$ cat src/hw/rtl/est_pkg.sv
// Shared types, codes and scan helpers for the expression script tokenizer.
package est_pkg;

    localparam int TEXT_W   = 8;
    localparam int KIND_W   = 5;
    localparam int LEN_W    = 8;
    localparam int MAX_RES  = 3;
    localparam int FIFO_DEPTH = 4;
    localparam int CFG_IDX_W  = 1;
    localparam int CFG_DATA_W = 1;

    localparam logic [CFG_IDX_W-1:0] CFG_ALLOW_LEADING_POINT = 1'd0;
    localparam logic [CFG_IDX_W-1:0] CFG_BRACKET_MINMAX_OPS  = 1'd1;

    localparam logic [KIND_W-1:0] KIND_PLUS   = 5'd0;
    localparam logic [KIND_W-1:0] KIND_MINUS  = 5'd1;
    localparam logic [KIND_W-1:0] KIND_ABS    = 5'd2;
    localparam logic [KIND_W-1:0] KIND_MUL    = 5'd3;
    localparam logic [KIND_W-1:0] KIND_DIV    = 5'd4;
    localparam logic [KIND_W-1:0] KIND_MOD    = 5'd5;
    localparam logic [KIND_W-1:0] KIND_POW    = 5'd6;
    localparam logic [KIND_W-1:0] KIND_GT     = 5'd7;
    localparam logic [KIND_W-1:0] KIND_LT     = 5'd8;
    localparam logic [KIND_W-1:0] KIND_EQ     = 5'd9;
    localparam logic [KIND_W-1:0] KIND_OPEN   = 5'd10;
    localparam logic [KIND_W-1:0] KIND_CLOSE  = 5'd11;
    localparam logic [KIND_W-1:0] KIND_MIN    = 5'd12;
    localparam logic [KIND_W-1:0] KIND_MAX    = 5'd13;
    localparam logic [KIND_W-1:0] KIND_IDENT  = 5'd14;
    localparam logic [KIND_W-1:0] KIND_NUMBER = 5'd15;
    localparam logic [KIND_W-1:0] KIND_END    = 5'd16;
    localparam logic [KIND_W-1:0] KIND_ERROR  = 5'd17;

    localparam logic [TEXT_W-1:0] CH_NUL    = 8'h00;
    localparam logic [TEXT_W-1:0] CH_CR     = 8'h0D;
    localparam logic [TEXT_W-1:0] CH_SPACE  = 8'h20;
    localparam logic [TEXT_W-1:0] CH_PCT    = 8'h25;
    localparam logic [TEXT_W-1:0] CH_LPAR   = 8'h28;
    localparam logic [TEXT_W-1:0] CH_RPAR   = 8'h29;
    localparam logic [TEXT_W-1:0] CH_STAR   = 8'h2A;
    localparam logic [TEXT_W-1:0] CH_PLUS   = 8'h2B;
    localparam logic [TEXT_W-1:0] CH_MINUS  = 8'h2D;
    localparam logic [TEXT_W-1:0] CH_POINT  = 8'h2E;
    localparam logic [TEXT_W-1:0] CH_SLASH  = 8'h2F;
    localparam logic [TEXT_W-1:0] CH_ZERO   = 8'h30;
    localparam logic [TEXT_W-1:0] CH_NINE   = 8'h39;
    localparam logic [TEXT_W-1:0] CH_LT     = 8'h3C;
    localparam logic [TEXT_W-1:0] CH_EQ     = 8'h3D;
    localparam logic [TEXT_W-1:0] CH_GT     = 8'h3E;
    localparam logic [TEXT_W-1:0] CH_UP_A   = 8'h41;
    localparam logic [TEXT_W-1:0] CH_UP_E   = 8'h45;
    localparam logic [TEXT_W-1:0] CH_UP_Z   = 8'h5A;
    localparam logic [TEXT_W-1:0] CH_LBRK   = 8'h5B;
    localparam logic [TEXT_W-1:0] CH_RBRK   = 8'h5D;
    localparam logic [TEXT_W-1:0] CH_CARET  = 8'h5E;
    localparam logic [TEXT_W-1:0] CH_UNDER  = 8'h5F;
    localparam logic [TEXT_W-1:0] CH_LO_A   = 8'h61;
    localparam logic [TEXT_W-1:0] CH_LO_E   = 8'h65;
    localparam logic [TEXT_W-1:0] CH_LO_Z   = 8'h7A;
    localparam logic [TEXT_W-1:0] CH_BAR    = 8'h7C;
    localparam logic [TEXT_W-1:0] CH_RBRACE = 8'h7D;

    typedef enum logic [3:0] {
        M_START,
        M_IDENT,
        M_INT,
        M_FRAC,
        M_EMARK,
        M_EXP,
        M_SLASH,
        M_BLOCK,
        M_LINE,
        M_ERROR
    } t_mode;

    typedef struct packed {
        logic [KIND_W-1:0] kind;
        logic [LEN_W-1:0]  length;
        logic              last;
    } t_token;

    typedef struct packed {
        logic              emit;
        logic [KIND_W-1:0] kind;
        logic [LEN_W-1:0]  length;
        t_mode             mode;
        logic [LEN_W-1:0]  run;
    } t_start;

    function automatic logic is_digit(input logic [TEXT_W-1:0] b);
        return (b >= CH_ZERO) && (b <= CH_NINE);
    endfunction

    function automatic logic is_letter(input logic [TEXT_W-1:0] b);
        return ((b >= CH_LO_A) && (b <= CH_LO_Z)) || ((b >= CH_UP_A) && (b <= CH_UP_Z));
    endfunction

    function automatic logic is_ident_more(input logic [TEXT_W-1:0] b);
        return ((b >= CH_LO_A) && (b <= CH_RBRACE)) || (b == CH_UNDER) ||
               ((b >= CH_UP_A) && (b <= CH_RBRK)) || (b == CH_POINT) || is_digit(b);
    endfunction

    function automatic logic [LEN_W-1:0] sat_add(input logic [LEN_W-1:0] a,
                                                 input logic [1:0] d);
        logic [LEN_W:0] s;
        s = {1'b0, a} + {{(LEN_W-1){1'b0}}, d};
        return s[LEN_W] ? {LEN_W{1'b1}} : s[LEN_W-1:0];
    endfunction

    function automatic t_start start_byte(input logic [TEXT_W-1:0] b,
                                          input logic alp,
                                          input logic bmm);
        t_start            s;
        logic              op_hit;
        logic [KIND_W-1:0] op_kind;
        op_hit  = 1'b1;
        op_kind = KIND_PLUS;
        case (b)
            CH_PLUS:  op_kind = KIND_PLUS;
            CH_MINUS: op_kind = KIND_MINUS;
            CH_BAR:   op_kind = KIND_ABS;
            CH_STAR:  op_kind = KIND_MUL;
            CH_PCT:   op_kind = KIND_MOD;
            CH_CARET: op_kind = KIND_POW;
            CH_GT:    op_kind = KIND_GT;
            CH_LT:    op_kind = KIND_LT;
            CH_EQ:    op_kind = KIND_EQ;
            CH_LPAR:  op_kind = KIND_OPEN;
            CH_RPAR:  op_kind = KIND_CLOSE;
            CH_RBRK: begin
                op_hit  = bmm;
                op_kind = KIND_MIN;
            end
            CH_LBRK: begin
                op_hit  = bmm;
                op_kind = KIND_MAX;
            end
            default:  op_hit = 1'b0;
        endcase
        s.emit   = 1'b0;
        s.kind   = KIND_END;
        s.length = '0;
        s.mode   = M_START;
        s.run    = '0;
        if (op_hit) begin
            s.emit   = 1'b1;
            s.kind   = op_kind;
            s.length = LEN_W'(1);
        end else if (b == CH_NUL) begin
            s.emit = 1'b1;
        end else if (b > CH_SPACE) begin
            if (b == CH_SLASH) begin
                s.mode = M_SLASH;
            end else begin
                s.run = LEN_W'(1);
                if (is_letter(b)) begin
                    s.mode = M_IDENT;
                end else if (is_digit(b)) begin
                    s.mode = M_INT;
                end else if ((b == CH_POINT) && alp) begin
                    s.mode = M_FRAC;
                end else begin
                    s.emit   = 1'b1;
                    s.kind   = KIND_ERROR;
                    s.length = LEN_W'(1);
                    s.mode   = M_ERROR;
                end
            end
        end
        return s;
    endfunction

endpackage

$ cat src/hw/rtl/est_byte_if.sv
// Valid/ready channel that carries one text byte per word.
interface est_byte_if;
    logic                       valid;
    logic                       ready;
    logic [est_pkg::TEXT_W-1:0] text_byte;

    modport source (output valid, output text_byte, input ready);
    modport sink (input valid, input text_byte, output ready);
endinterface

$ cat src/hw/rtl/est_token_if.sv
// Valid/ready channel that carries one token per word.
interface est_token_if;
    logic                       valid;
    logic                       ready;
    logic [est_pkg::KIND_W-1:0] token_kind;
    logic [est_pkg::LEN_W-1:0]  token_length;
    logic                       last_of_run;

    modport source (output valid, output token_kind, output token_length,
                    output last_of_run, input ready);
    modport sink (input valid, input token_kind, input token_length,
                  input last_of_run, output ready);
endinterface

$ cat src/hw/rtl/expression_script_tokenizer.sv
// Byte-serial expression tokenizer: scan state, token queue and output port.
// An accepted byte's tokens are written into a four-entry queue that feeds o_token.
// Throughput: one byte per cycle while each byte yields at most one token and o_token
// is ready. A byte yielding two or three tokens drains them at one token per cycle
// while o_token is ready; i_text.ready is high while the queue holds at most one token.
// Reset (synchronous, active low) clears config, scan state and queue pointers.
module expression_script_tokenizer (
    input  logic                            i_clk,
    input  logic                            i_rst_n,
    input  logic                            i_cfg_we,
    input  logic [est_pkg::CFG_IDX_W-1:0]   i_cfg_index,
    input  logic [est_pkg::CFG_DATA_W-1:0]  i_cfg_data,
    est_byte_if.sink                        i_text,
    est_token_if.source                     o_token
);

    localparam int FIFO_AW = $clog2(est_pkg::FIFO_DEPTH);
    localparam int CNT_W   = FIFO_AW + 1;
    localparam logic [CNT_W-1:0] CNT_FULL  = CNT_W'(est_pkg::FIFO_DEPTH);
    localparam logic [CNT_W-1:0] CNT_ROOM  = CNT_W'(est_pkg::FIFO_DEPTH - est_pkg::MAX_RES);

    logic                          r_alp;
    logic                          r_bmm;
    est_pkg::t_mode                r_mode;
    est_pkg::t_mode                n_mode;
    logic [est_pkg::LEN_W-1:0]     r_run;
    logic [est_pkg::LEN_W-1:0]     n_run;
    logic                          r_star;
    logic                          n_star;
    est_pkg::t_token               r_fifo [est_pkg::FIFO_DEPTH];
    logic [FIFO_AW-1:0]            r_wr_ptr;
    logic [FIFO_AW-1:0]            r_rd_ptr;
    logic [CNT_W-1:0]              r_count;
    logic [CNT_W-1:0]              n_count;

    logic [est_pkg::TEXT_W-1:0]    w_b;
    est_pkg::t_start               w_sb;
    est_pkg::t_token               w_slot [est_pkg::MAX_RES];
    logic [1:0]                    w_lead;
    logic                          w_use_sb;
    logic [1:0]                    w_nres;
    logic                          w_accept;
    logic                          w_pop;

    assign w_b      = i_text.text_byte;
    assign w_sb     = est_pkg::start_byte(w_b, r_alp, r_bmm);
    assign w_accept = i_text.valid && i_text.ready;
    assign w_pop    = o_token.valid && o_token.ready;

    assign i_text.ready         = (r_count <= CNT_ROOM);
    assign o_token.valid        = (r_count != '0);
    assign o_token.token_kind   = r_fifo[r_rd_ptr].kind;
    assign o_token.token_length = r_fifo[r_rd_ptr].length;
    assign o_token.last_of_run  = r_fifo[r_rd_ptr].last;

    always_comb begin
        n_mode   = r_mode;
        n_run    = r_run;
        n_star   = r_star;
        w_lead   = 2'd0;
        w_use_sb = 1'b0;
        w_nres   = 2'd0;
        for (int k = 0; k < est_pkg::MAX_RES; k++) begin
            w_slot[k] = '0;
        end
        case (r_mode)
            est_pkg::M_IDENT: begin
                if (est_pkg::is_ident_more(w_b)) begin
                    n_run = est_pkg::sat_add(r_run, 2'd1);
                end else begin
                    w_slot[0] = '{kind: est_pkg::KIND_IDENT, length: r_run, last: 1'b0};
                    w_lead    = 2'd1;
                    w_use_sb  = 1'b1;
                end
            end
            est_pkg::M_INT, est_pkg::M_FRAC: begin
                if (est_pkg::is_digit(w_b)) begin
                    n_run = est_pkg::sat_add(r_run, 2'd1);
                end else if ((w_b == est_pkg::CH_LO_E) || (w_b == est_pkg::CH_UP_E)) begin
                    n_mode = est_pkg::M_EMARK;
                end else if ((w_b == est_pkg::CH_POINT) && (r_mode == est_pkg::M_INT)) begin
                    n_run  = est_pkg::sat_add(r_run, 2'd1);
                    n_mode = est_pkg::M_FRAC;
                end else begin
                    w_slot[0] = '{kind: est_pkg::KIND_NUMBER, length: r_run, last: 1'b0};
                    w_lead    = 2'd1;
                    w_use_sb  = 1'b1;
                end
            end
            est_pkg::M_EMARK: begin
                if ((w_b == est_pkg::CH_PLUS) || (w_b == est_pkg::CH_MINUS) ||
                    est_pkg::is_digit(w_b)) begin
                    n_run  = est_pkg::sat_add(r_run, 2'd2);
                    n_mode = est_pkg::M_EXP;
                end else begin
                    // the held exponent mark restarts as an identifier, one letter long unless the byte continues it
                    w_slot[0] = '{kind: est_pkg::KIND_NUMBER, length: r_run, last: 1'b0};
                    if (est_pkg::is_ident_more(w_b)) begin
                        w_lead = 2'd1;
                        n_mode = est_pkg::M_IDENT;
                        n_run  = est_pkg::LEN_W'(2);
                    end else begin
                        w_slot[1] = '{kind: est_pkg::KIND_IDENT,
                                      length: est_pkg::LEN_W'(1), last: 1'b0};
                        w_lead    = 2'd2;
                        w_use_sb  = 1'b1;
                    end
                end
            end
            est_pkg::M_EXP: begin
                if (est_pkg::is_digit(w_b)) begin
                    n_run = est_pkg::sat_add(r_run, 2'd1);
                end else begin
                    w_slot[0] = '{kind: est_pkg::KIND_NUMBER, length: r_run, last: 1'b0};
                    w_lead    = 2'd1;
                    w_use_sb  = 1'b1;
                end
            end
            est_pkg::M_SLASH: begin
                if (w_b == est_pkg::CH_STAR) begin
                    n_star = 1'b0;
                    n_mode = est_pkg::M_BLOCK;
                end else if (w_b == est_pkg::CH_SLASH) begin
                    n_mode = est_pkg::M_LINE;
                end else begin
                    w_slot[0] = '{kind: est_pkg::KIND_DIV,
                                  length: est_pkg::LEN_W'(1), last: 1'b0};
                    w_lead    = 2'd1;
                    w_use_sb  = 1'b1;
                end
            end
            est_pkg::M_BLOCK: begin
                if (w_b == est_pkg::CH_NUL) begin
                    w_slot[0] = '{kind: est_pkg::KIND_END, length: '0, last: 1'b0};
                    w_lead    = 2'd1;
                    n_star    = 1'b0;
                    n_mode    = est_pkg::M_START;
                end else if (r_star && (w_b == est_pkg::CH_SLASH)) begin
                    n_star = 1'b0;
                    n_mode = est_pkg::M_START;
                end else begin
                    n_star = (w_b == est_pkg::CH_STAR);
                end
            end
            est_pkg::M_LINE: begin
                if (w_b == est_pkg::CH_NUL) begin
                    w_slot[0] = '{kind: est_pkg::KIND_END, length: '0, last: 1'b0};
                    w_lead    = 2'd1;
                    n_mode    = est_pkg::M_START;
                end else if (w_b == est_pkg::CH_CR) begin
                    n_mode = est_pkg::M_START;
                end
            end
            est_pkg::M_ERROR: begin
                if (w_b == est_pkg::CH_NUL) begin
                    w_slot[0] = '{kind: est_pkg::KIND_END, length: '0, last: 1'b0};
                    w_lead    = 2'd1;
                    n_mode    = est_pkg::M_START;
                end
            end
            default: begin
                w_use_sb = 1'b1;
            end
        endcase
        w_nres = w_lead;
        if (w_use_sb) begin
            n_mode = w_sb.mode;
            n_run  = w_sb.run;
            if (w_sb.emit) begin
                w_slot[w_lead] = '{kind: w_sb.kind, length: w_sb.length, last: 1'b0};
                w_nres         = w_lead + 2'd1;
            end
        end
        if (w_nres != 2'd0) begin
            w_slot[w_nres - 2'd1].last = 1'b1;
        end
    end

    always_comb begin
        n_count = r_count;
        if (w_accept) begin
            n_count = n_count + CNT_W'(w_nres);
        end
        if (w_pop) begin
            n_count = n_count - CNT_W'(1);
        end
    end

    always_ff @(posedge i_clk) begin
        if (!i_rst_n) begin
            r_alp    <= 1'b0;
            r_bmm    <= 1'b0;
            r_mode   <= est_pkg::M_START;
            r_run    <= '0;
            r_star   <= 1'b0;
            r_wr_ptr <= '0;
            r_rd_ptr <= '0;
            r_count  <= '0;
        end else begin
            if (i_cfg_we) begin
                case (i_cfg_index)
                    est_pkg::CFG_ALLOW_LEADING_POINT: r_alp <= i_cfg_data[0];
                    est_pkg::CFG_BRACKET_MINMAX_OPS:  r_bmm <= i_cfg_data[0];
                    default: ;
                endcase
            end
            if (w_accept) begin
                r_mode   <= n_mode;
                r_run    <= n_run;
                r_star   <= n_star;
                r_wr_ptr <= r_wr_ptr + FIFO_AW'(w_nres);
            end
            if (w_pop) begin
                r_rd_ptr <= r_rd_ptr + FIFO_AW'(1);
            end
            r_count <= n_count;
        end
    end

    always_ff @(posedge i_clk) begin
        if (w_accept) begin
            for (int k = 0; k < est_pkg::MAX_RES; k++) begin
                if (k < int'(w_nres)) begin
                    r_fifo[r_wr_ptr + FIFO_AW'(k)] <= w_slot[k];
                end
            end
        end
    end

`ifndef ASSERT_OFF
    a_count_bound: assert property (@(posedge i_clk) disable iff (!i_rst_n)
        r_count <= CNT_FULL)
        else $error("token queue overflow");

    a_tail_is_last: assert property (@(posedge i_clk) disable iff (!i_rst_n)
        o_token.valid && (r_count == CNT_W'(1)) |-> o_token.last_of_run)
        else $error("queue tail token does not close its run");

    a_error_quiet: assert property (@(posedge i_clk) disable iff (!i_rst_n)
        w_accept && (r_mode == est_pkg::M_ERROR) |->
            (w_nres == 2'd0) || ((w_nres == 2'd1) &&
            (w_slot[0].kind == est_pkg::KIND_END)))
        else $error("token other than end emitted after an error");

    a_run_nonzero: assert property (@(posedge i_clk) disable iff (!i_rst_n)
        (r_mode == est_pkg::M_IDENT) || (r_mode == est_pkg::M_INT) ||
        (r_mode == est_pkg::M_FRAC) || (r_mode == est_pkg::M_EMARK) ||
        (r_mode == est_pkg::M_EXP) |-> (r_run != '0))
        else $error("open token with zero length");

    a_count_hold: assert property (@(posedge i_clk) disable iff (!i_rst_n)
        !w_pop && (!w_accept || (w_nres == 2'd0)) |=> (r_count == $past(r_count)))
        else $error("queue count moved without push or pop");
`endif

endmodule
$ cat src/flat_wrapper.sv
// flat-port wrapper written by rule: the top's interface ports become plain ports
module expression_script_tokenizer_flat 
  (i_clk, i_rst_n, i_cfg_we, i_cfg_index, i_cfg_data, i_text_valid, i_text_text_byte, i_text_ready, o_token_valid, o_token_token_kind, o_token_token_length, o_token_last_of_run, o_token_ready);
  est_byte_if i_text_i ();
  est_token_if o_token_i ();
  input  logic i_clk;
  input  logic i_rst_n;
  input  logic i_cfg_we;
  input  logic [est_pkg::CFG_IDX_W-1:0] i_cfg_index;
  input  logic [est_pkg::CFG_DATA_W-1:0] i_cfg_data;
  input wire logic [$bits(i_text_i.valid)-1:0] i_text_valid;
  input wire logic [$bits(i_text_i.text_byte)-1:0] i_text_text_byte;
  output wire logic [$bits(i_text_i.ready)-1:0] i_text_ready;
  output wire logic [$bits(o_token_i.valid)-1:0] o_token_valid;
  output wire logic [$bits(o_token_i.token_kind)-1:0] o_token_token_kind;
  output wire logic [$bits(o_token_i.token_length)-1:0] o_token_token_length;
  output wire logic [$bits(o_token_i.last_of_run)-1:0] o_token_last_of_run;
  input wire logic [$bits(o_token_i.ready)-1:0] o_token_ready;
  assign i_text_i.valid = i_text_valid;
  assign i_text_i.text_byte = i_text_text_byte;
  assign i_text_ready = i_text_i.ready;
  assign o_token_valid = o_token_i.valid;
  assign o_token_token_kind = o_token_i.token_kind;
  assign o_token_token_length = o_token_i.token_length;
  assign o_token_last_of_run = o_token_i.last_of_run;
  assign o_token_i.ready = o_token_ready;
  expression_script_tokenizer u_core (.i_clk(i_clk), .i_rst_n(i_rst_n), .i_cfg_we(i_cfg_we), .i_cfg_index(i_cfg_index), .i_cfg_data(i_cfg_data), .i_text(i_text_i), .o_token(o_token_i));
endmodule
$ cat config.mk
export PLATFORM = sky130hd
export DESIGN_NAME = expression_script_tokenizer_flat
export DESIGN_NICKNAME = d
export VERILOG_FILES = /design/src/hw/rtl/est_pkg.sv /design/src/hw/rtl/est_byte_if.sv /design/src/hw/rtl/est_token_if.sv /design/src/hw/rtl/expression_script_tokenizer.sv /design/src/flat_wrapper.sv
export SDC_FILE = /design/constraint.sdc
export NUM_CORES = 1
export LEC_CHECK = 0
export ABC_AREA = 1
export BUFFER_PORTS_ARGS = -buffer_cell sky130_fd_sc_hd__buf_2
export CORE_MARGIN = 4
export CORE_UTILIZATION = 40
export DETAILED_ROUTE_END_ITERATION = 16
export PLACE_DENSITY_LB_ADDON = 0.15
export RECOVER_POWER = 100
export SKIP_CTS_REPAIR_TIMING = 1
export SLEW_MARGIN = 30
export SYNTH_ARGS = -nofsm -noshare
export SYNTH_HDL_FRONTEND = slang
export SYNTH_SLANG_ARGS = --single-unit
$ cat constraint.sdc
create_clock -name i_clk -period 3.7 [get_ports i_clk]
set_input_delay 0.555 -clock i_clk [delete_from_list [all_inputs] [get_ports i_clk]]
set_output_delay 0.555 -clock i_clk [all_outputs]
set_load 0.03 [all_outputs]
==> run summary, run 1 <==
Status - finished, final reports clean
Share of cells above drive strength 1 - 14.6%
Most frequent cell after synthesis - nand2_1
Hold Path End - u_core.r_alp
Pins over their slew limit - 0
R2r setup slk - 0.33 ns
Fmax - 293 MHz
GP Congestion - 0.895
Top cells by area, synth - edfxtp_1 (28%), nand2_1 (16%), nor2_1 (8.4%)
Post-route setup TNS - 0 ns
FF+latch count, synth - 80
Mean Syn Cell Area - 7.08 um2
DRC - 0
Tightest Pin Transition - 0.902 ns
DIE AREA - 0.0168 mm2
Initial Util - 40.7%
Post-DP HPWL - 12.5 mm
Post-synth top flop - edfxtp_1
Die H - 130 um
Tmin final - 3.41 ns
Maximum capacitance violations - 0
FF-to-FF Start - u_core.r_mode[1]
Ant. Diodes - 0
R2R depth - 19
Top-area cell type share of the netlist area - 28.4%
Routed len/inst - 14.9 um
Area of the multi-input gates - 0.00337 mm2
WS Path Type - in2reg
Worst Setup End Kind - register
Max FO, Critical Path - 12
Mapped Cells - 835
Largest vdd supply drop - 0.407 mV
Setup violators final - 0
CP required - 3.74 ns
Layout Nets - 911
Fillers - 1,558
Hold Path Depth - 2
Htree depth - 3
Row count - 44
Die width - 130 um
# clock sinks - 80
Io pins - 31
Dominant cell type by area after synthesis - edfxtp_1
Largest net degree at the start of global routing - 30
Synth cell types - 42
DR vias - 5,499
Global-route usage over all layers - 19.6%
Total CTS buffers - 9
Post-DP Area - 0.00647 mm2
Area growth syn-to-layout - 13.4%
Leakage - 3.00 nW
Warnings from Yosys - 0
Total wire length - 16.0 mm
FFs w/ async S/R, synth - 0%
FF-to-FF End - u_core.r_fifo[3][13]
Power density over cell area - 781 mW/mm2
Unrepaired setup endpoints after global routing - no
Register area - 0.00216 mm2
Core Region - 0.0145 mm2
Clock slew at reported path FFs - 0.06 ns
Hold path start - u_core.r_alp
Final Hold Fails - 0
Root buffer cell - clkbuf_16
Mapped Nets - 859
Critical Path AT - 3.46 ns
First-pass GRT wire length - 26.3 mm
Post-synth EDFFs - 56
Mapped cell area - 0.00592 mm2
Final worst setup slack - 0.286 ns
Most frequent cells after synthesis - nand2_1 (247), nor2_1 (132), nand3_1 (60), o21ai_0 (60), edfxtp_1 (56)
Hold crit path type - reg2reg
Number of routed nets with antenna violations - 0
Register area share after synthesis - 36.5%
DP Worst Slack - 0.00995 ns
Vias in the first global route - 5,343
Max clock buf depth - 2
Via-per-instance ratio - 5.11
Grt ovf - 0
Placed cells - 1,060
Clock skew - 0.00410 ns
Final period util - 92.3%
Drt first pass iters - 5
Initial antenna violation count - 0
Final Instance Count excl. Fillers - 1,076
Max-slew headroom - 39.9%
Starting DRT DRC Count - 252
Worst-skew pair later-pin latency - 0.35 ns
Critical Path Source Type - input port
Port-buffer cells - 30
Post-route cell area - 0.00671 mm2
CTS tree - done
-- kinds of logic (layout without fill, tap and decap cells) --
kind of cell	count (synthesis)	in the layout	synth area share, %
DFF	80	80	36.5
adders and majority gates	9	9	2.03
AOI/OAI and AO/OA	114	114	10.5
and+or+nand+nor	539	539	43.9
xor gates and xnor gates	9	9	1.33
buffers and inverters	84	141	5.67
-- cell usage in the layout (no fill, tap or decap), types with 13 or more instances in the layout --
master    instances
buf_2            13
nor2_1          135
o22ai_1          19
nand4_1          22
o21ai_0          61
nand2_1         250
a21oi_1          23
edfxtp_1         56
inv_1            47
inv_2            15
buf_4            24
dfxtp_1          24
clkbuf_1         20
nor2_2           13
nand3_1          60
-- per-stage QoR --
step | total power (W) | utilization [%] | hold WS [ns]
after floorplan | 0.00355 | - | 0.436
after global placement | 0.00435 | 44.5 | 0.450
after detailed placement | 0.00436 | 44.5 | 0.461
after CTS | 0.00535 | 46.8 | 0.470
after global routing | 0.00566 | 46.2 | 0.485
final | 0.00524 | 46.2 | 0.467
-- per-layer routing --
metal	share of wire (%)	GRT usage [%]	routed length [um]	vias up
li1	-	-	-	2894
met1	48	26.1	7630	2511
met2	48	32.8	7610	79
met3	3.2	3.46	508	15
met4	1.5	5.50	246	0
met5	0	0	0	-
-- state kept, by name, indices dropped and copies added (netlist names), named ones only --
name,flops
u_core.r_bmm,1
u_core.r_wr_ptr,2
u_core.r_rd_ptr,2
u_core.r_count,3
u_core.r_alp,1
u_core.r_fifo,56
u_core.r_mode,4
u_core.r_star,1
u_core.r_run,8
-- worst max path at each step --
stage | start | to | cells past startpoint
3_3_place_gp | i_text_text_byte[7] | u_core.r_count[2] | 21
3_5_place_dp | i_text_text_byte[7] | u_core.r_count[2] | 21
2_1_floorplan | i_text_text_byte[7] | u_core.r_count[2] | 20
5_1_grt | i_text_text_byte[6] | u_core.r_count[2] | 23
6_report | i_text_text_byte[6] | u_core.r_fifo[0][10] | 22
4_1_cts | i_text_text_byte[7] | u_core.r_count[2] | 21
-- worst max-delay path: stages --
cell	delay [ns]
buf_2	0.12
inv_2	0.07
nand2_4	0.06
nor2_2	0.21
buf_4	0.18
nand2_2	0.07
nand2_2	0.09
nand2_1	0.09
a21oi_1	0.15
nand2_1	0.08
nor2_2	0.17
ha_1	0.28
inv_1	0.06
a21oi_1	0.08
nor2_8	0.16
nand3_4	0.13
nor2_1	0.25
nand2_4	0.14
nand2_4	0.15
inv_1	0.05
nand2_1	0.07
buf_4	0.23
-- layout make-up --
class	instances	area share, %
multi-input combinational	671	50.2
sequential	80	32.2
timing repair buffer	61	5.74
inverter	64	3.58
tap	184	3.43
clock buffer	9	3.36
clock inverter	7	1.51
-- power breakdown --
group / switching, W / internal [W]
sequential: 0.000161 / 0.00133
combinational: 0.00196 / 0.000813
clock: 0.000376 / 0.000599
total: 0.00250 / 0.00275
(Power assumes the default switching activity.)
==> run 2, diff against run 1 <==
--- a/config.mk
+++ b/config.mk
@@ -5,7 +5,6 @@
 export SDC_FILE = /design/constraint.sdc
 export NUM_CORES = 1
 export LEC_CHECK = 0
-export ABC_AREA = 1
 export BUFFER_PORTS_ARGS = -buffer_cell sky130_fd_sc_hd__buf_2
 export CORE_MARGIN = 4
 export CORE_UTILIZATION = 40
==> run 2 against run 1 <==
- synthesized cell count fell by 30%
- final cell count is 19% lower
- critical path depth is 11 lower
- setup slack lost 0.075 ns
- worst hold slack better by 0.018 ns
- count of clock-buffer cells in the layout did not move
- cell area is 3.7% higher
- register-to-register slack lost 0.12 ns
- first-iteration DRC count rose by 15%
- via count fell by 9.1%
- area after synthesis fell by 5.2%
- highest routed layer unchanged
==> run summary, run 2 <==
Crit path cell chain - buf_4, nor4_1, o221ai_2, o211ai_4, nor2b_4, ha_1, mux2_4, clkbuf_1, or3_1, o22ai_1, o21ai_0
Critical path's slowest cell - or3_1
First-pass GRT wire length - 26.0 mm (-0.92%)
Post-route cell area - 0.00696 mm2 (+3.7%)
Power density over cell area - 853 mW/mm2 (+9.2%)
CTS tree - done
Most frequent cells after synthesis - nor2_1 (68), edfxtp_1 (56), nand2_1 (50)
FFs w/ async S/R, synth - 0% (unchanged)
Post-Synth Simple-Gate Area - 23.1% (-21 points)
Register area share after synthesis - 38.5% (+2.0 points)
GP Congestion - 0.945 (+5.6%)
Clock slew at reported path FFs - 0.07 ns (about the same)
Global-route usage over all layers - 20.3% (+0.74 points)
# clock sinks - 80 (unchanged)
Top cells by area, synth - edfxtp_1 (30%), dfxtp_1 (8.6%), mux4_2 (5.6%)
Area of the multi-input gates - 0.00331 mm2 (-1.5%)
Final Total Pwr - 0.00594 W (+13%)
DRC - 0 (unchanged)
Post-DP Area - 0.00671 mm2 (+3.6%)
Setup violators final - 0 (unchanged)
Top-area cell type share of the netlist area - 30.0% (+1.6 points)
Dominant cell type by area after synthesis - edfxtp_1
Commonest cells after routing, fill and taps aside - buf_4 (89), nor2_1 (67), edfxtp_1 (56)
Max clock buf depth - 2 (unchanged)
Critical Path AT - 3.57 ns (+0.11 ns)
Post-synth EDFFs - 56 (unchanged)
Htree depth - 3 (unchanged)
Drt first pass iters - 5 (unchanged)
Most frequent cell after synthesis - nor2_1
Final period util - 94.3% (+2.0 points)
Clock skew - 0.0143 ns (+0.0102 ns)
Largest vdd supply drop - 0.403 mV (-1.0%)
Via-per-instance ratio - 5.72 (+12%)
Port-buffer cells - 30 (unchanged)
Core Util, Final - 50.3% (+4.1 points)
CP required - 3.78 ns (+0.04 ns)
Vias in the first global route - 4,979 (-6.8%)
Routed len/inst - 18.1 um (+22%)
Largest reg by FF count - u_core.r_fifo
Max-slew headroom - 37.9% (-2.0 points)
Worst hold slack - 0.485 ns (+0.0178 ns)
Share of cells above drive strength 1 - 27.2% (+13 points)
Total CTS buffers - 9 (unchanged)
Initial Util - 40.6% (-0.14 points)
Fillers - 1,293 (-17%)
Mean Syn Cell Area - 9.65 um2 (+36%)
Unrepaired setup endpoints after global routing - no
CP max stage delay - 0.60 ns (+0.32 ns)
Layout Nets - 713 (-22%)
Fmax - 287 MHz (-2.2%)
Initial antenna violation count - 0 (unchanged)
Hold crit path type - in2reg
Adder-cell share of the synthesized area - 2.14% (+0.11 points)
Largest registers - u_core.r_fifo x56, u_core.r_run x8, u_core.r_mode x4
Number of routed nets with antenna violations - 0 (unchanged)
Tightest Pin Transition - 0.932 ns (+0.0298 ns)
Grt ovf - 0 (unchanged)
Largest family of logic cells by synthesized area - simple AND/OR/NAND/NOR gates
Worst-skew pair later-pin latency - 0.35 ns (about the same)
Post-synth top flop - edfxtp_1
DR vias - 4,996 (-9.1%)
Synth cell types - 88 (+110%)
Register area - 0.00216 mm2 (about the same)
Warnings from Yosys - 0 (unchanged)
FF+latch count, synth - 80 (unchanged)
Status - finished, final reports clean
WS Path Type - reg2reg
Io pins - 31 (unchanged)
Post-synthesis xor/xnor area fraction - 1.56% (+0.23 points)
Commonest non-fill, non-tap cell in the layout - buf_4
Row count - 43 (-2.3%)
Tmin final - 3.49 ns (+0.0753 ns)
Core Region - 0.0138 mm2 (-4.9%)
Mapped Cells - 581 (-30%)
Mux contribution to synthesized area - 13.0% (+13 points)
Max FO, Critical Path - 13 (+1)
Area growth syn-to-layout - 24.0%
Flip-flop count of the largest register after layout - 56 (unchanged)
Post-DP HPWL - 12.2 mm (-2.3%)
Pins over their slew limit - 0 (unchanged)
Mapped Nets - 605 (-30%)
Root buffer cell - clkbuf_16
Ant. Diodes - 0 (unchanged)
Total wire length - 15.8 mm (-1.1%)
Final Hold Fails - 0 (unchanged)
Leakage - 2.62 nW (-12%)
Maximum capacitance violations - 0 (unchanged)
DIE AREA - 0.0160 mm2 (-4.9%)
Largest net degree at the start of global routing - 23 (-23%)
Die width - 126 um (-2.5%)
Starting DRT DRC Count - 289 (+15%)
Mapped cell area - 0.00561 mm2 (-5.2%)
Worst Setup End Kind - register
Die H - 126 um (-2.5%)
Synth Area in Compound Gates - 17.5% (+6.9 points)
R2r setup slk - 0.21 ns (-0.12 ns)
Critical Path Source Type - register
run 2: cell types whose count changed after synthesis, moves of 31 or more:
cell,delta
mux2i_1,+31
inv_1,-36
nand2_1,-197
nand3_1,-42
o21ai_0,-43
nor2_1,-64
run 2: metal layers:
| layer | share of wire, % | vias up | GRT usage [%] |
|---|---|---|---|
| li1 | - | 2441 | - |
| met1 | 46 | 2408 | 26.9 |
| met2 | 49 | 127 | 34.2 |
| met3 | 3.8 | 20 | 3.33 |
| met4 | 1.8 | 0 | 6.25 |
| met5 | 0 | - | 0 |
run 2: through the flow:
step	TNS (ns)	instances	setup WS, ns
final	0	874	0.210
after CTS	-0.122	874	-0.0180
after floorplan	-5.29	581	-0.153
after detailed placement	-7.58	858	-0.157
after global routing	0	874	0.0124
after global placement	-5.24	858	-0.125
run 2: kinds of logic after synthesis:
logic type	count (synthesis)
fa+ha+maj	9
simple gates	239
xor+xnor	10
flops	80
buf+inv	49
mux	54
compound gates	140
run 2: worst paths after layout:
check | from | endpoint | cells past startpoint
hold / removal | i_cfg_data | u_core.r_bmm | 3
setup reg to reg | u_core.r_mode[3] | u_core.r_fifo[2][9] | 11
hold reg to reg | u_core.r_bmm | u_core.r_bmm | 2
setup / recovery | u_core.r_mode[3] | u_core.r_fifo[2][9] | 11
run 2: layout make-up:
type / count / area share (%)
Clock buffer: 9 / 3.24
Clock inverter: 7 / 1.24
Inverter: 11 / 0.594
Multi-Input combinational cell: 452 / 47.7
Sequential cell: 80 / 31.1
Tap cell: 180 / 3.24
Timing Repair Buffer: 135 / 12.9
run 2: power by group:
part / total, W / internal, W / switching (W)
Sequential: 0.00145 / 0.00133 / 0.000121
Combinational: 0.00354 / 0.00144 / 0.00210
Clock: 0.000943 / 0.000538 / 0.000405
run 2: worst max-delay path: cells and delay by family, from the launching register on:
kind / cells / cell delay [ns]
AO/OA/AOI/OAI: 4 / 0.74
adder cells (fa/ha/maj): 1 / 0.27
buffers and inverters: 2 / 0.36
flip-flops: 1 / 0.33
multiplexers: 1 / 0.30
AND/OR/NAND/NOR: 3 / 1.20
==> run 3, diff against run 2 <==
--- a/config.mk
+++ b/config.mk
@@ -6,6 +6,7 @@
 export NUM_CORES = 1
 export LEC_CHECK = 0
 export BUFFER_PORTS_ARGS = -buffer_cell sky130_fd_sc_hd__buf_2
+export CORE_ASPECT_RATIO = 0.6
 export CORE_MARGIN = 4
 export CORE_UTILIZATION = 40
 export DETAILED_ROUTE_END_ITERATION = 16
==> constraint.sdc (replaced) <==
create_clock -name i_clk -period 3 [get_ports i_clk]
set_input_delay 0.45 -clock i_clk [delete_from_list [all_inputs] [get_ports i_clk]]
set_output_delay 0.45 -clock i_clk [all_outputs]
set_load 0.03 [all_outputs]
==> run 3 against run 2 <==
- the run now ends with setup timing left
- global-route usage rose by 2.5 points
- first-iteration DRC count up 87%
- critical path depth increased by 5
- sequential share of layout area fell by 5.2 points
- count of clock-buffer cells in the layout unchanged
- largest cell class unchanged
- flip-flop and latch count unchanged
- die area increased by 0.38%
- core utilization increased by 11 points
- final cell count grew 11%
- worst hold slack worse by 0.094 ns
- combinational power rose by 73%
- non-clock buffer count grew 82
==> run summary, run 3 (synthesis results as in run 2) <==
Hold path start - i_cfg_data
FF-to-FF Start - u_core.r_mode[0]
DRC - 0 (unchanged)
Final worst setup slack - -0.358 ns (-0.568 ns)
Global-route usage over all layers - 22.8% (+2.5 points)
Largest net degree at the start of global routing - 18 (-22%)
Post-DP Area - 0.00718 mm2 (+7.0%)
Flip-flop count of the largest register after layout - 56 (unchanged)
Largest vdd supply drop - 0.576 mV (+43%)
Final period util - 112%
Crit path cell chain - buf_12, or4b_4, nor4_4, or2_4, o211ai_4, nor2b_4, ha_4, mux2_4, nor2_4, buf_6, fa_1, a21oi_2, ha_2, nand2_2, xnor2_1, nor2_1
Htree depth - 3 (unchanged)
Drt first pass iters - 5 (unchanged)
Power density over cell area - 1090 mW/mm2 (+27%)
Max FO, Critical Path - 6 (-7)
Die H - 99.7 um (-21%)
Post-route cell area - 0.00836 mm2 (+20%)
Via-per-instance ratio - 5.77 (+0.92%)
Io pins - 31 (unchanged)
Row count - 33 (-23%)
CP max stage delay - 0.56 ns (-0.04 ns)
Number of routed nets with antenna violations - 0 (unchanged)
Worst-skew pair later-pin latency - 0.34 ns (about the same)
Clock skew - 0.00936 ns (-0.00494 ns)
Final Total Pwr - 0.00908 W (+53%)
GP Congestion - 0.953 (+0.85%)
Largest reg by FF count - u_core.r_fifo
Total CTS buffers - 9 (unchanged)
Setup violators final - 97 (+97)
Layout Nets - 795 (+12%)
Largest registers - u_core.r_fifo x56, u_core.r_run x8, u_core.r_mode x4
Final Hold Fails - 0 (unchanged)
Commonest non-fill, non-tap cell in the layout - buf_4
Hold Path End - u_core.r_alp
WS Path Type - in2reg
Area growth syn-to-layout - 49.0%
Beginning of the critical path - i_text_text_byte[4]
Post-route setup TNS - -18.01 ns (-18.01 ns)
CP required - 3.22 ns (-0.56 ns)
Hold Path Depth - 3 (unchanged)
Max clock buf depth - 2 (unchanged)
Grt ovf - 0 (unchanged)
Max-slew headroom - 48.4% (+11 points)
Worst hold slack - 0.390 ns (-0.0944 ns)
Leakage - 3.27 nW (+25%)
FF-to-FF End - u_core.r_count[2]
Commonest cells after routing, fill and taps aside - buf_4 (149), nor2_1 (62), edfxtp_1 (56)
R2r setup slk - -0.32 ns (-0.53 ns)
Fmax - 298 MHz
Total wire length - 19.6 mm (+24%)
Routed len/inst - 20.2 um (+12%)
DR vias - 5,584 (+12%)
Clock slew at reported path FFs - 0.07 ns (about the same)
Worst Setup End Kind - register
Ant. Diodes - 0 (unchanged)
Critical path's slowest cell - or4b_4
Status - finished, violations left
Vias in the first global route - 5,163 (+3.7%)
Critical Path Source Type - input port
Post-DP HPWL - 13.9 mm (+14%)
Maximum capacitance violations - 0 (unchanged)
Core Region - 0.0137 mm2 (-0.86%)
# clock sinks - 80 (unchanged)
Hold crit path type - in2reg
Initial antenna violation count - 0 (unchanged)
Die width - 161 um (+27%)
Unrepaired setup endpoints after global routing - yes
Port-buffer cells - 30 (unchanged)
R2R depth - 16 (+5)
Share of cells above drive strength 1 - 43.9% (+17 points)
Starting DRT DRC Count - 541 (+87%)
Initial Util - 40.9% (+0.35 points)
Failing checks - setup timing
First-pass GRT wire length - 29.0 mm (+12%)
Core Util, Final - 61.0% (+11 points)
Pins over their slew limit - 0 (unchanged)
CTS tree - done
Tmin final - 3.36 ns
Tightest Pin Transition - 0.773 ns (-0.159 ns)
DIE AREA - 0.0160 mm2 (+0.38%)
Root buffer cell - clkbuf_16
Fillers - 1,152 (-11%)
Critical Path AT - 3.58 ns (about the same)
## run 3: metal layers
layer,vias to the layer above,routed length [um],track usage [%],part of all wire [%]
met5,-,0,0,0
met4,0,78,3.01,0.40
met3,12,1740,3.89,8.9
met2,250,8190,31.4,42
met1,2727,9570,37.7,49
li1,2595,-,-,-
## run 3: through the flow
step,instances,setup WS [ns]
floorplan,581,-0.747
global placement,921,-0.789
detailed placement,921,-0.864
CTS,937,-0.607
global route,968,-0.484
finish,968,-0.358
## run 3: critical path, delay by kind of cell
family,cells,cell delay (ns)
AO/OA/AOI/OAI,2,0.25
multiplexers,1,0.29
buffers and inverters,2,0.23
XOR/XNOR,1,0.16
AND/OR/NAND/NOR,7,1.40
adder cells (fa/ha/maj),3,0.79
## run 3: where the power goes
| part | leakage, nW | internal (W) | switching, W |
|---|---|---|---|
| combinational | 2.41 | 0.00281 | 0.00331 |
| clock | 0.150 | 0.000663 | 0.000500 |
| sequential | 0.706 | 0.00164 | 0.000150 |
## run 3: final cells by class
cell class / count / area (um2) / share of cell area (%)
inverter: 11 / 43.8 / 0.524
clock inverter: 7 / 86.3 / 1.03
multi-input combinational: 452 / 3750 / 44.9
tap: 192 / 240 / 2.87
timing repair buffer: 217 / 1840 / 22.1
clock buffer: 9 / 225 / 2.70
sequential: 80 / 2170 / 25.9
## run 3: worst max-delay path by stage
stage / slack (ns) / to
6_report: -0.36 / u_core.r_count[2]
3_3_place_gp: -0.79 / u_core.r_count[2]
3_5_place_dp: -0.86 / u_core.r_count[1]
2_1_floorplan: -0.75 / u_core.r_count[2]
5_1_grt: -0.48 / u_core.r_count[2]
4_1_cts: -0.61 / u_core.r_count[1]
